==> src/rtl/fsa_pkg.sv <==
// Shared types and constants for the free list slot allocator.
package fsa_pkg;

	localparam int MODE_W    = 2;
	localparam int HANDLE_W  = 8;
	localparam int PAYLOAD_W = 32;
	localparam int STATUS_W  = 2;
	localparam int ENTRY_W   = 7;
	localparam int COUNT_W   = 8;

	typedef enum logic [MODE_W-1:0] {
		MODE_ALLOC   = 2'd0,
		MODE_RELEASE = 2'd1,
		MODE_READ    = 2'd2
	} mode_t;

	typedef enum logic [STATUS_W-1:0] {
		STAT_OK         = 2'd0,
		STAT_POOL_FULL  = 2'd1,
		STAT_RANGE      = 2'd2,
		STAT_STACK_FULL = 2'd3
	} status_t;

	typedef enum logic [1:0] {
		FSM_IDLE = 2'b01,
		FSM_EXEC = 2'b10
	} fsm_t;

	typedef struct packed {
		status_t                status;
		logic [ENTRY_W-1:0]     granted_handle;
		logic [PAYLOAD_W-1:0]   read_data;
		logic [COUNT_W-1:0]     free_slots;
	} rsp_t;

endpackage

==> src/rtl/fsa_if.sv <==
// Request and response channel interfaces of the free list slot allocator.
interface fsa_req_if import fsa_pkg::*; ();
	logic                 valid;
	logic                 ready;
	logic [MODE_W-1:0]    mode;
	logic [HANDLE_W-1:0]  handle;
	logic [PAYLOAD_W-1:0] payload;

	modport source (output valid, output mode, output handle, output payload, input ready);
	modport sink (input valid, input mode, input handle, input payload, output ready);
endinterface

interface fsa_rsp_if import fsa_pkg::*; ();
	logic                 valid;
	logic                 ready;
	logic [STATUS_W-1:0]  status;
	logic [ENTRY_W-1:0]   granted_handle;
	logic [PAYLOAD_W-1:0] read_data;
	logic [COUNT_W-1:0]   free_slots;

	modport source (output valid, output status, output granted_handle, output read_data,
		output free_slots, input ready);
	modport sink (input valid, input status, input granted_handle, input read_data,
		input free_slots, output ready);
endinterface

==> src/rtl/fsa_ram.sv <==
// Generic single write port, single read port RAM with registered read data.
module fsa_ram #(
	parameter int WIDTH = 32,
	parameter int DEPTH = 64
) (
	input  logic                     clk,
	input  logic                     we,
	input  logic [$clog2(DEPTH)-1:0] waddr,
	input  logic [WIDTH-1:0]         wdata,
	input  logic [$clog2(DEPTH)-1:0] raddr,
	output logic [WIDTH-1:0]         rdata
);

	logic [WIDTH-1:0] mem [DEPTH];

	always_ff @(posedge clk) begin
		if (we) begin
			mem[waddr] <= wdata;
		end
		rdata <= mem[raddr];
	end

endmodule

==> src/rtl/free_list_slot_allocator_unit.sv <==
// Top level of the free list slot allocator: LIFO handle stack and slot payload store.
//
//   channel  direction  beat contents
//   req      in         mode, handle, payload
//   rsp      out        status, granted_handle, read_data, free_slots
//
// Each request passes through FSM_IDLE, which presents the read addresses to the stack
// and slot RAMs, and FSM_EXEC, which uses the registered read data, writes back and
// loads the response register. A new request is taken once the previous one has left
// FSM_EXEC. Reset clears the per-entry valid bits, so stack entries read as their own
// index and slots read as zero until first written; no clearing pass.
// A stalled response holds FSM_EXEC; the request side is then not ready.
module free_list_slot_allocator_unit import fsa_pkg::*; #(
	parameter int SLOTS = 64
) (
	input  logic      clk,
	input  logic      arst_n,
	fsa_req_if.sink   req,
	fsa_rsp_if.source rsp
);

	localparam int PTR_W = $clog2(SLOTS);
	localparam int CNT_W = $clog2(SLOTS + 1);

	fsm_t                 state_q;
	logic [MODE_W-1:0]    mode_q;
	logic [HANDLE_W-1:0]  handle_q;
	logic [PAYLOAD_W-1:0] payload_q;
	logic [CNT_W-1:0]     cnt_q;
	logic [CNT_W-1:0]     cnt_nxt;
	logic [SLOTS-1:0]     stk_vld_q;
	logic [SLOTS-1:0]     slot_vld_q;
	logic                 out_vld_q;
	rsp_t                 out_q;
	rsp_t                 rsp_nxt;

	logic                 accept;
	logic                 done;
	logic [PTR_W-1:0]     pop_addr;
	logic [ENTRY_W-1:0]   stk_rdata;
	logic [ENTRY_W-1:0]   pop_h;
	logic                 pop_in_range;
	logic                 handle_in_range;
	logic                 stk_we;
	logic [PTR_W-1:0]     slot_raddr;
	logic [PAYLOAD_W-1:0] slot_rdata;
	logic                 slot_we;
	logic [PTR_W-1:0]     slot_waddr;
	logic [PAYLOAD_W-1:0] slot_wdata;

	assign req.ready = (state_q == FSM_IDLE);
	assign accept    = req.valid && req.ready;
	assign done      = (state_q == FSM_EXEC) && (!out_vld_q || rsp.ready);

	// The top of the stack sits one below the free count; the count only moves
	// when an operation completes, so this address stays put while it waits.
	assign pop_addr   = PTR_W'(cnt_q - 1'b1);
	assign slot_raddr = (state_q == FSM_IDLE) ? req.handle[PTR_W-1:0] : handle_q[PTR_W-1:0];

	fsa_ram #(.WIDTH(ENTRY_W), .DEPTH(SLOTS)) u_stack_ram (
		.clk   (clk),
		.we    (stk_we),
		.waddr (cnt_q[PTR_W-1:0]),
		.wdata (handle_q[ENTRY_W-1:0]),
		.raddr (pop_addr),
		.rdata (stk_rdata)
	);

	fsa_ram #(.WIDTH(PAYLOAD_W), .DEPTH(SLOTS)) u_slot_ram (
		.clk   (clk),
		.we    (slot_we),
		.waddr (slot_waddr),
		.wdata (slot_wdata),
		.raddr (slot_raddr),
		.rdata (slot_rdata)
	);

	assign pop_h           = stk_vld_q[pop_addr] ? stk_rdata : ENTRY_W'(pop_addr);
	assign pop_in_range    = (ENTRY_W + 1)'(pop_h) < (ENTRY_W + 1)'(SLOTS);
	assign handle_in_range = handle_q < HANDLE_W'(SLOTS);

	always_comb begin
		rsp_nxt                = '0;
		rsp_nxt.status         = STAT_OK;
		cnt_nxt                = cnt_q;
		stk_we                 = 1'b0;
		slot_we                = 1'b0;
		slot_waddr             = handle_q[PTR_W-1:0];
		slot_wdata             = '0;
		unique case (mode_q)
			MODE_ALLOC: begin
				if (cnt_q == '0) begin
					rsp_nxt.status = STAT_POOL_FULL;
				end else begin
					cnt_nxt                = cnt_q - 1'b1;
					rsp_nxt.granted_handle = pop_h;
					slot_we                = done && pop_in_range;
					slot_waddr             = PTR_W'(pop_h);
					slot_wdata             = payload_q;
				end
			end
			MODE_RELEASE: begin
				if (!handle_in_range) begin
					rsp_nxt.status = STAT_RANGE;
				end else if (cnt_q >= CNT_W'(SLOTS)) begin
					rsp_nxt.status = STAT_STACK_FULL;
				end else begin
					cnt_nxt = cnt_q + 1'b1;
					stk_we  = done;
					slot_we = done;
				end
			end
			MODE_READ: begin
				if (!handle_in_range) begin
					rsp_nxt.status = STAT_RANGE;
				end else if (slot_vld_q[handle_q[PTR_W-1:0]]) begin
					rsp_nxt.read_data = slot_rdata;
				end
			end
			default: begin
			end
		endcase
		rsp_nxt.free_slots = COUNT_W'(cnt_nxt);
	end

	always_ff @(posedge clk or negedge arst_n) begin
		if (!arst_n) begin
			state_q    <= FSM_IDLE;
			cnt_q      <= CNT_W'(SLOTS);
			stk_vld_q  <= '0;
			slot_vld_q <= '0;
			out_vld_q  <= 1'b0;
		end else begin
			unique case (state_q)
				FSM_IDLE: begin
					if (accept) begin
						state_q <= FSM_EXEC;
					end
				end
				FSM_EXEC: begin
					if (done) begin
						state_q <= FSM_IDLE;
					end
				end
				default: begin
					state_q <= FSM_IDLE;
				end
			endcase
			if (done) begin
				cnt_q <= cnt_nxt;
				if (stk_we) begin
					stk_vld_q[cnt_q[PTR_W-1:0]] <= 1'b1;
				end
				if (slot_we) begin
					slot_vld_q[slot_waddr] <= 1'b1;
				end
			end
			if (done) begin
				out_vld_q <= 1'b1;
			end else if (rsp.ready) begin
				out_vld_q <= 1'b0;
			end
		end
	end

	always_ff @(posedge clk) begin
		if (accept) begin
			mode_q    <= req.mode;
			handle_q  <= req.handle;
			payload_q <= req.payload;
		end
		if (done) begin
			out_q <= rsp_nxt;
		end
	end

	assign rsp.valid          = out_vld_q;
	assign rsp.status         = out_q.status;
	assign rsp.granted_handle = out_q.granted_handle;
	assign rsp.read_data      = out_q.read_data;
	assign rsp.free_slots     = out_q.free_slots;

endmodule

==> src/flat_wrapper.sv <==
// flat-port wrapper written by rule: the top's interface ports become plain ports
module free_list_slot_allocator_unit_flat import fsa_pkg::*;
#(
	parameter int SLOTS = 64
)
  (clk, arst_n, req_valid, req_mode, req_handle, req_payload, req_ready, rsp_valid, rsp_status, rsp_granted_handle, rsp_read_data, rsp_free_slots, rsp_ready);
  fsa_req_if req_i ();
  fsa_rsp_if rsp_i ();
  input  logic clk;
  input  logic arst_n;
  input wire logic [$bits(req_i.valid)-1:0] req_valid;
  input wire logic [$bits(req_i.mode)-1:0] req_mode;
  input wire logic [$bits(req_i.handle)-1:0] req_handle;
  input wire logic [$bits(req_i.payload)-1:0] req_payload;
  output wire logic [$bits(req_i.ready)-1:0] req_ready;
  output wire logic [$bits(rsp_i.valid)-1:0] rsp_valid;
  output wire logic [$bits(rsp_i.status)-1:0] rsp_status;
  output wire logic [$bits(rsp_i.granted_handle)-1:0] rsp_granted_handle;
  output wire logic [$bits(rsp_i.read_data)-1:0] rsp_read_data;
  output wire logic [$bits(rsp_i.free_slots)-1:0] rsp_free_slots;
  input wire logic [$bits(rsp_i.ready)-1:0] rsp_ready;
  assign req_i.valid = req_valid;
  assign req_i.mode = req_mode;
  assign req_i.handle = req_handle;
  assign req_i.payload = req_payload;
  assign req_ready = req_i.ready;
  assign rsp_valid = rsp_i.valid;
  assign rsp_status = rsp_i.status;
  assign rsp_granted_handle = rsp_i.granted_handle;
  assign rsp_read_data = rsp_i.read_data;
  assign rsp_free_slots = rsp_i.free_slots;
  assign rsp_i.ready = rsp_ready;
  free_list_slot_allocator_unit #(.SLOTS(SLOTS)) u_core (.clk(clk), .arst_n(arst_n), .req(req_i), .rsp(rsp_i));
endmodule
==> config.mk <==
export PLATFORM = sky130hd
export DESIGN_NAME = free_list_slot_allocator_unit_flat
export DESIGN_NICKNAME = d
export VERILOG_FILES = /design/src/rtl/fsa_pkg.sv /design/src/rtl/fsa_if.sv /design/src/rtl/fsa_ram.sv /design/src/rtl/free_list_slot_allocator_unit.sv /design/src/flat_wrapper.sv
export SDC_FILE = /design/constraint.sdc
export NUM_CORES = 2
export LEC_CHECK = 0
export ABC_AREA = 1
export BUFFER_PORTS_ARGS = -buffer_cell sky130_fd_sc_hd__buf_2
export CAP_MARGIN = 5
export CORE_UTILIZATION = 63
export CTS_CLUSTER_DIAMETER = 50
export DETAILED_ROUTE_END_ITERATION = 10
export GPL_ROUTABILITY_DRIVEN = 0
export PLACE_DENSITY = 0.79
export REMOVE_ABC_BUFFERS = 1
export SLEW_MARGIN = 30
export SYNTH_ARGS = -nofsm -noshare
export SYNTH_HDL_FRONTEND = slang
export SYNTH_SLANG_ARGS = --single-unit
export TNS_END_PERCENT = 5
==> constraint.sdc <==
create_clock -name clk -period 13.5 [get_ports clk]
set_input_delay 0.675 -clock clk [delete_from_list [all_inputs] [get_ports clk]]
set_output_delay 0.675 -clock clk [all_outputs]
set_load 0.05 [all_outputs]
==> results.py <==
metrics = {
    "timing": {
        "worst_slew_margin_rel_pct": 24.03,
        "fin_crit_sh_pct": 50.10,
        "finalSetupViolCount": 0,
        "hold_viol": 0,
        "worst_clock_skew_ns": 0.06609,
        "period_minus_slack_ns": 6.764,
        "report.final.slew_viol_count": 0,
        "worst_pin_slew_ns": 1.140,
        "grt_setup_unrepaired": "no",
        "postLayoutSetupSlackWorst_ns": 6.736,
        "timing.fmax_mhz": 147.8,
    },
    "grt": {
        "grt_first_pass_wirelength_mm": 447.7,
        "globalRouteTotalUtil_pct": 35.13,
        "largest_net_degree_at_the_start_of_global_routing": 233,
        "antenna_violations_before_repair": 16,
        "grt_pass1_vias": 69810,
        "total_congestion_overflow": 0,
    },
    "floorplanning": {
        "initial_utilization_pct": 63.67,
        "placement_rows": 151,
        "die-area_um2": 173500,
        "core_um2": 170000,
        "floorplan_die_width_um": 416.6,
        "die_height_um": 416.6,
        "top_level_ports": 97,
    },
    "critical_path": {
        "setup.reg_to_reg.worst_slack_ns": 6.74,
        "critical_path.endpoint_type": "flop",
        "worst_r2r_startpoint": "u_core.cnt_q[0]",
        "rr_endpoint": "u_core.u_slot_ram.mem[45][23]",
        "path_class": "flop to flop",
        "timing.critical_path.from_type": "flop",
        "worst_ep_required_time_ns": 14.02,
        "arrival_ns": 7.28,
        "worst_path_most_repeated_cell": "sky130_fd_sc_hd__nand3_1",
        "worst_path_dominant_cell_family": "buffers and inverters",
        "r2r.worst_path.cells": 16,
        "cp_num_buf_inv": 6,
        "critPathMaxFanout": 117,
        "cpMaxStageDelayCell": "sky130_fd_sc_hd__buf_4",
        "crit_path_max_incr_delay_ns": 0.83,
        "timing.critical_path.cells": "inv_6, ha_4, inv_2, buf_4, nand3_1, nand3_1, nand3_1, nand3_1, nand3_2, nand2_4, nor2_1, inv_2, a31oi_1, inv_4, nand3_1, inv_2",
    },
    "route": {
        "drt_iter0_drc": 13910,
        "antenna_violating_nets_post_route": 0,
        "drt-total-wl_mm": 309.1,
        "route.vias.total": 73270,
        "drc": 2,
        "avgRoutedWirePerCell_um": 28.94,
        "detail_route.first_pass.iterations": 10,
        "detail_route.vias_per_cell": 6.859,
    },
    "layout": {
        "net_count_final": 8310,
        "layout_commonest_cell": "sky130_fd_sc_hd__edfxtp_1",
        "final_cell_mix": "2586 x sky130_fd_sc_hd__edfxtp_1, 1595 x sky130_fd_sc_hd__nor2_1, 1543 x sky130_fd_sc_hd__o21ai_0",
        "syn_to_final_growth_pct": 10.70,
        "share_of_cells_above_drive_strength_1_pct": 9.287,
        "postLayoutCellArea_um2": 119900,
        "instances_no_fill": 10680,
        "fillerInstances": 10590,
    },
    "min_path": {
        "worst_hold_path.endpoint": "u_core.handle_q[2]",
        "hold_class": "primary input to flop",
        "worst_hold_path.num_cells": 1,
        "hp-start": "req_handle[2]",
    },
    "outcome": {
        "violated_checks": "DRC",
        "status": "finished, violations left",
    },
    "power": {
        "design_power_total_mw": 22.39,
        "power.share.switching_pct": 32.02,
        "logic_gate_share_of_total_power_pct": 22.5,
        "power_frac_clock_pct": 33.9,
        "net-switching-power_mw": 7.170,
        "total_power_density_per_cell_area_nw_per_um2": 186.8,
        "power.leakage_nw": 40.18,
        "internal_power_mw": 15.22,
        "sequentialPowerShare_pct": 43.6,
        "irDropWorstVdd_v": 0.0001957,
    },
    "synthesis": {
        "synth_seq_area_share_pct": 75.64,
        "synth-edff-count": 2586,
        "synth.avg_cell_area_um2": 13.01,
        "yosysUniqueCellTypes": 44,
        "synthFlopType": "sky130_fd_sc_hd__edfxtp_1",
        "count_of_yosys_warnings_during_synthesis": 0,
        "asyncSetResetFlopFracSynth_pct": 4.995,
        "post_synth_inst_count": 8320,
        "synth.cell_area_um2": 108300,
        "ys_seq_elements": 2763,
    },
    "place": {
        "hpwlAfterDp_mm": 165.2,
        "post-place-ws_ns": 7.031,
        "postPlaceCellArea_um2": 110500,
        "port_buf_inserts": 95,
        "dp_cells": 10150,
    },
    "cts": {
        "post-cts-setup-buffer-count": 0,
        "tritoncts_clock_tree": "yes",
        "clock_sinks": 2763,
        "cts.htree.levels": 5,
        "clock_insertion_delay_worst_skew_ns": 0.96,
        "clk_pin_slew_worst_paths_ns": 0.06,
        "ctsResizeCount": 0,
        "tritoncts.num_buffers": 288,
        "cts_max_path_bufs": 4,
        "cts_root_buffer": "sky130_fd_sc_hd__clkbuf_16",
        "cts_hold_buffers": 40,
    },
    "flow_run": {
        "cap_viol_max_count": 0,
    },
}
power groups by stage:
stage	Combinational, mW	Clock (mW)	Sequential, mW
floorplan	2.91	0	9.97
CTS	4.80	7.59	9.75
global route	5.26	7.91	9.76
global placement	4.62	0	9.93
finish	5.04	7.60	9.76
detailed placement	4.74	0	9.93
flip-flops by register name (all words and copies together) (netlist names):
register / count
u_core.mode_q: 2
u_core.rsp.granted_handle: 7
u_core.rsp.status: 2
u_core.stk_vld_q: 64
u_core.u_slot_ram.mem: 2048
u_core.u_slot_ram.rdata: 32
u_core.rsp.free_slots: 7
u_core.state_q: 2
u_core.u_stack_ram.rdata: 7
u_core.rsp.valid: 1
u_core.slot_vld_q: 64
u_core.rsp.read_data: 32
u_core.u_stack_ram.mem: 448
u_core.payload_q: 32
u_core.cnt_q: 7
u_core.handle_q: 8
stage by stage:
| step | TNS [ns] | utilization (%) | hold slack (ns) |
|---|---|---|---|
| 4_1_cts | 0 | 70.43 | 0.005426 |
| 6_report | 0 | 70.49 | 0.02256 |
| 3_5_place_dp | 0 | 65.00 | 0.4356 |
| 5_1_grt | 0 | 70.49 | 0.007738 |
| 2_1_floorplan | -989.49 | - | 0.3794 |
| 3_3_place_gp | 0 | 64.99 | 0.4301 |
metal layers:
| layer | part of all wire, % | track usage (%) | vias to the layer above |
|---|---|---|---|
| li1 | - | - | 30670 |
| met4 | 7.4 | 22.84 | 10 |
| met3 | 15 | 9.956 | 1123 |
| met1 | 34 | 46.96 | 35400 |
| met5 | 0.024 | 0 | - |
| met2 | 44 | 50.95 | 6062 |
Yosys cell counts (37+ instances only):
| cell type | number | area share (%) |
|---|---|---|
| sky130_fd_sc_hd__or2_2 | 37 | 0.21 |
| sky130_fd_sc_hd__clkbuf_1 | 516 | 1.8 |
| sky130_fd_sc_hd__inv_1 | 267 | 0.93 |
| sky130_fd_sc_hd__nand2_1 | 256 | 0.89 |
| sky130_fd_sc_hd__o21ai_0 | 1545 | 7.1 |
| sky130_fd_sc_hd__nand3_1 | 278 | 1.3 |
| sky130_fd_sc_hd__o221ai_1 | 207 | 1.7 |
| sky130_fd_sc_hd__a21oi_1 | 44 | 0.20 |
| sky130_fd_sc_hd__dfxtp_1 | 39 | 0.72 |
| sky130_fd_sc_hd__o211ai_1 | 63 | 0.44 |
| sky130_fd_sc_hd__o22ai_1 | 531 | 3.1 |
| sky130_fd_sc_hd__nor2_1 | 1629 | 5.6 |
| sky130_fd_sc_hd__dfrtp_1 | 136 | 3.1 |
| sky130_fd_sc_hd__edfxtp_1 | 2586 | 72 |
| sky130_fd_sc_hd__buf_2 | 44 | 0.20 |
layout make-up:
cell class | instances | area, um^2 | share of cell area (%)
inverters | 288 | 1131 | 0.9437
multi-input cells | 4683 | 23370 | 19.50
flip-flops and latches | 2763 | 81890 | 68.33
well taps | 2218 | 2775 | 2.315
clock buffers | 377 | 7769 | 6.482
repair buffers | 237 | 1847 | 1.541
diodes | 1 | 2.502 | 0.002088
clock inverters | 115 | 1070 | 0.8926
logic make-up (layout without fill, tap and decap cells):
| family | count (synthesis) | in the layout | synth area share [%] |
|---|---|---|---|
| flops | 2763 | 2763 | 75.64 |
| compound gates | 2434 | 2434 | 12.77 |
| simple gates | 2244 | 2244 | 8.441 |
| buf+inv | 874 | 1017 | 3.103 |
| fa+ha+maj | 3 | 3 | 0.03467 |
| other cells | 1 | 2 | 0.003464 |
| xor+xnor | 1 | 1 | 0.01503 |
worst reg2reg max path, cell delays in order (launching register included):
cell                      delay, ns
sky130_fd_sc_hd__dfrtp_4       0.68
sky130_fd_sc_hd__inv_6         0.73
sky130_fd_sc_hd__ha_4          0.48
sky130_fd_sc_hd__inv_2         0.62
sky130_fd_sc_hd__buf_4         0.86
sky130_fd_sc_hd__nand3_1       0.24
sky130_fd_sc_hd__nand3_1       0.14
sky130_fd_sc_hd__nand3_1       0.12
sky130_fd_sc_hd__nand3_1       0.17
sky130_fd_sc_hd__nand3_2       0.18
sky130_fd_sc_hd__nand2_4       0.16
sky130_fd_sc_hd__nor2_1        0.08
sky130_fd_sc_hd__inv_2         0.06
sky130_fd_sc_hd__a31oi_1       0.12
sky130_fd_sc_hd__inv_4         0.55
sky130_fd_sc_hd__nand3_1       0.44
sky130_fd_sc_hd__inv_2         0.70
how the worst max path moves through the flow:
stage	cells after the start	start	slack, ns	endpoint
2_1_floorplan	10	u_core.handle_q[0]	-16.23	u_core.u_slot_ram.rdata[30]
3_3_place_gp	16	u_core.cnt_q[0]	6.83	u_core.u_slot_ram.mem[46][31]
3_5_place_dp	16	u_core.cnt_q[0]	7.03	u_core.u_slot_ram.mem[5][28]
4_1_cts	16	u_core.cnt_q[0]	7.02	u_core.u_slot_ram.mem[45][23]
5_1_grt	16	u_core.cnt_q[0]	6.52	u_core.u_slot_ram.mem[45][23]
6_report	16	u_core.cnt_q[0]	6.74	u_core.u_slot_ram.mem[45][23]
(Power assumes the default switching activity.)
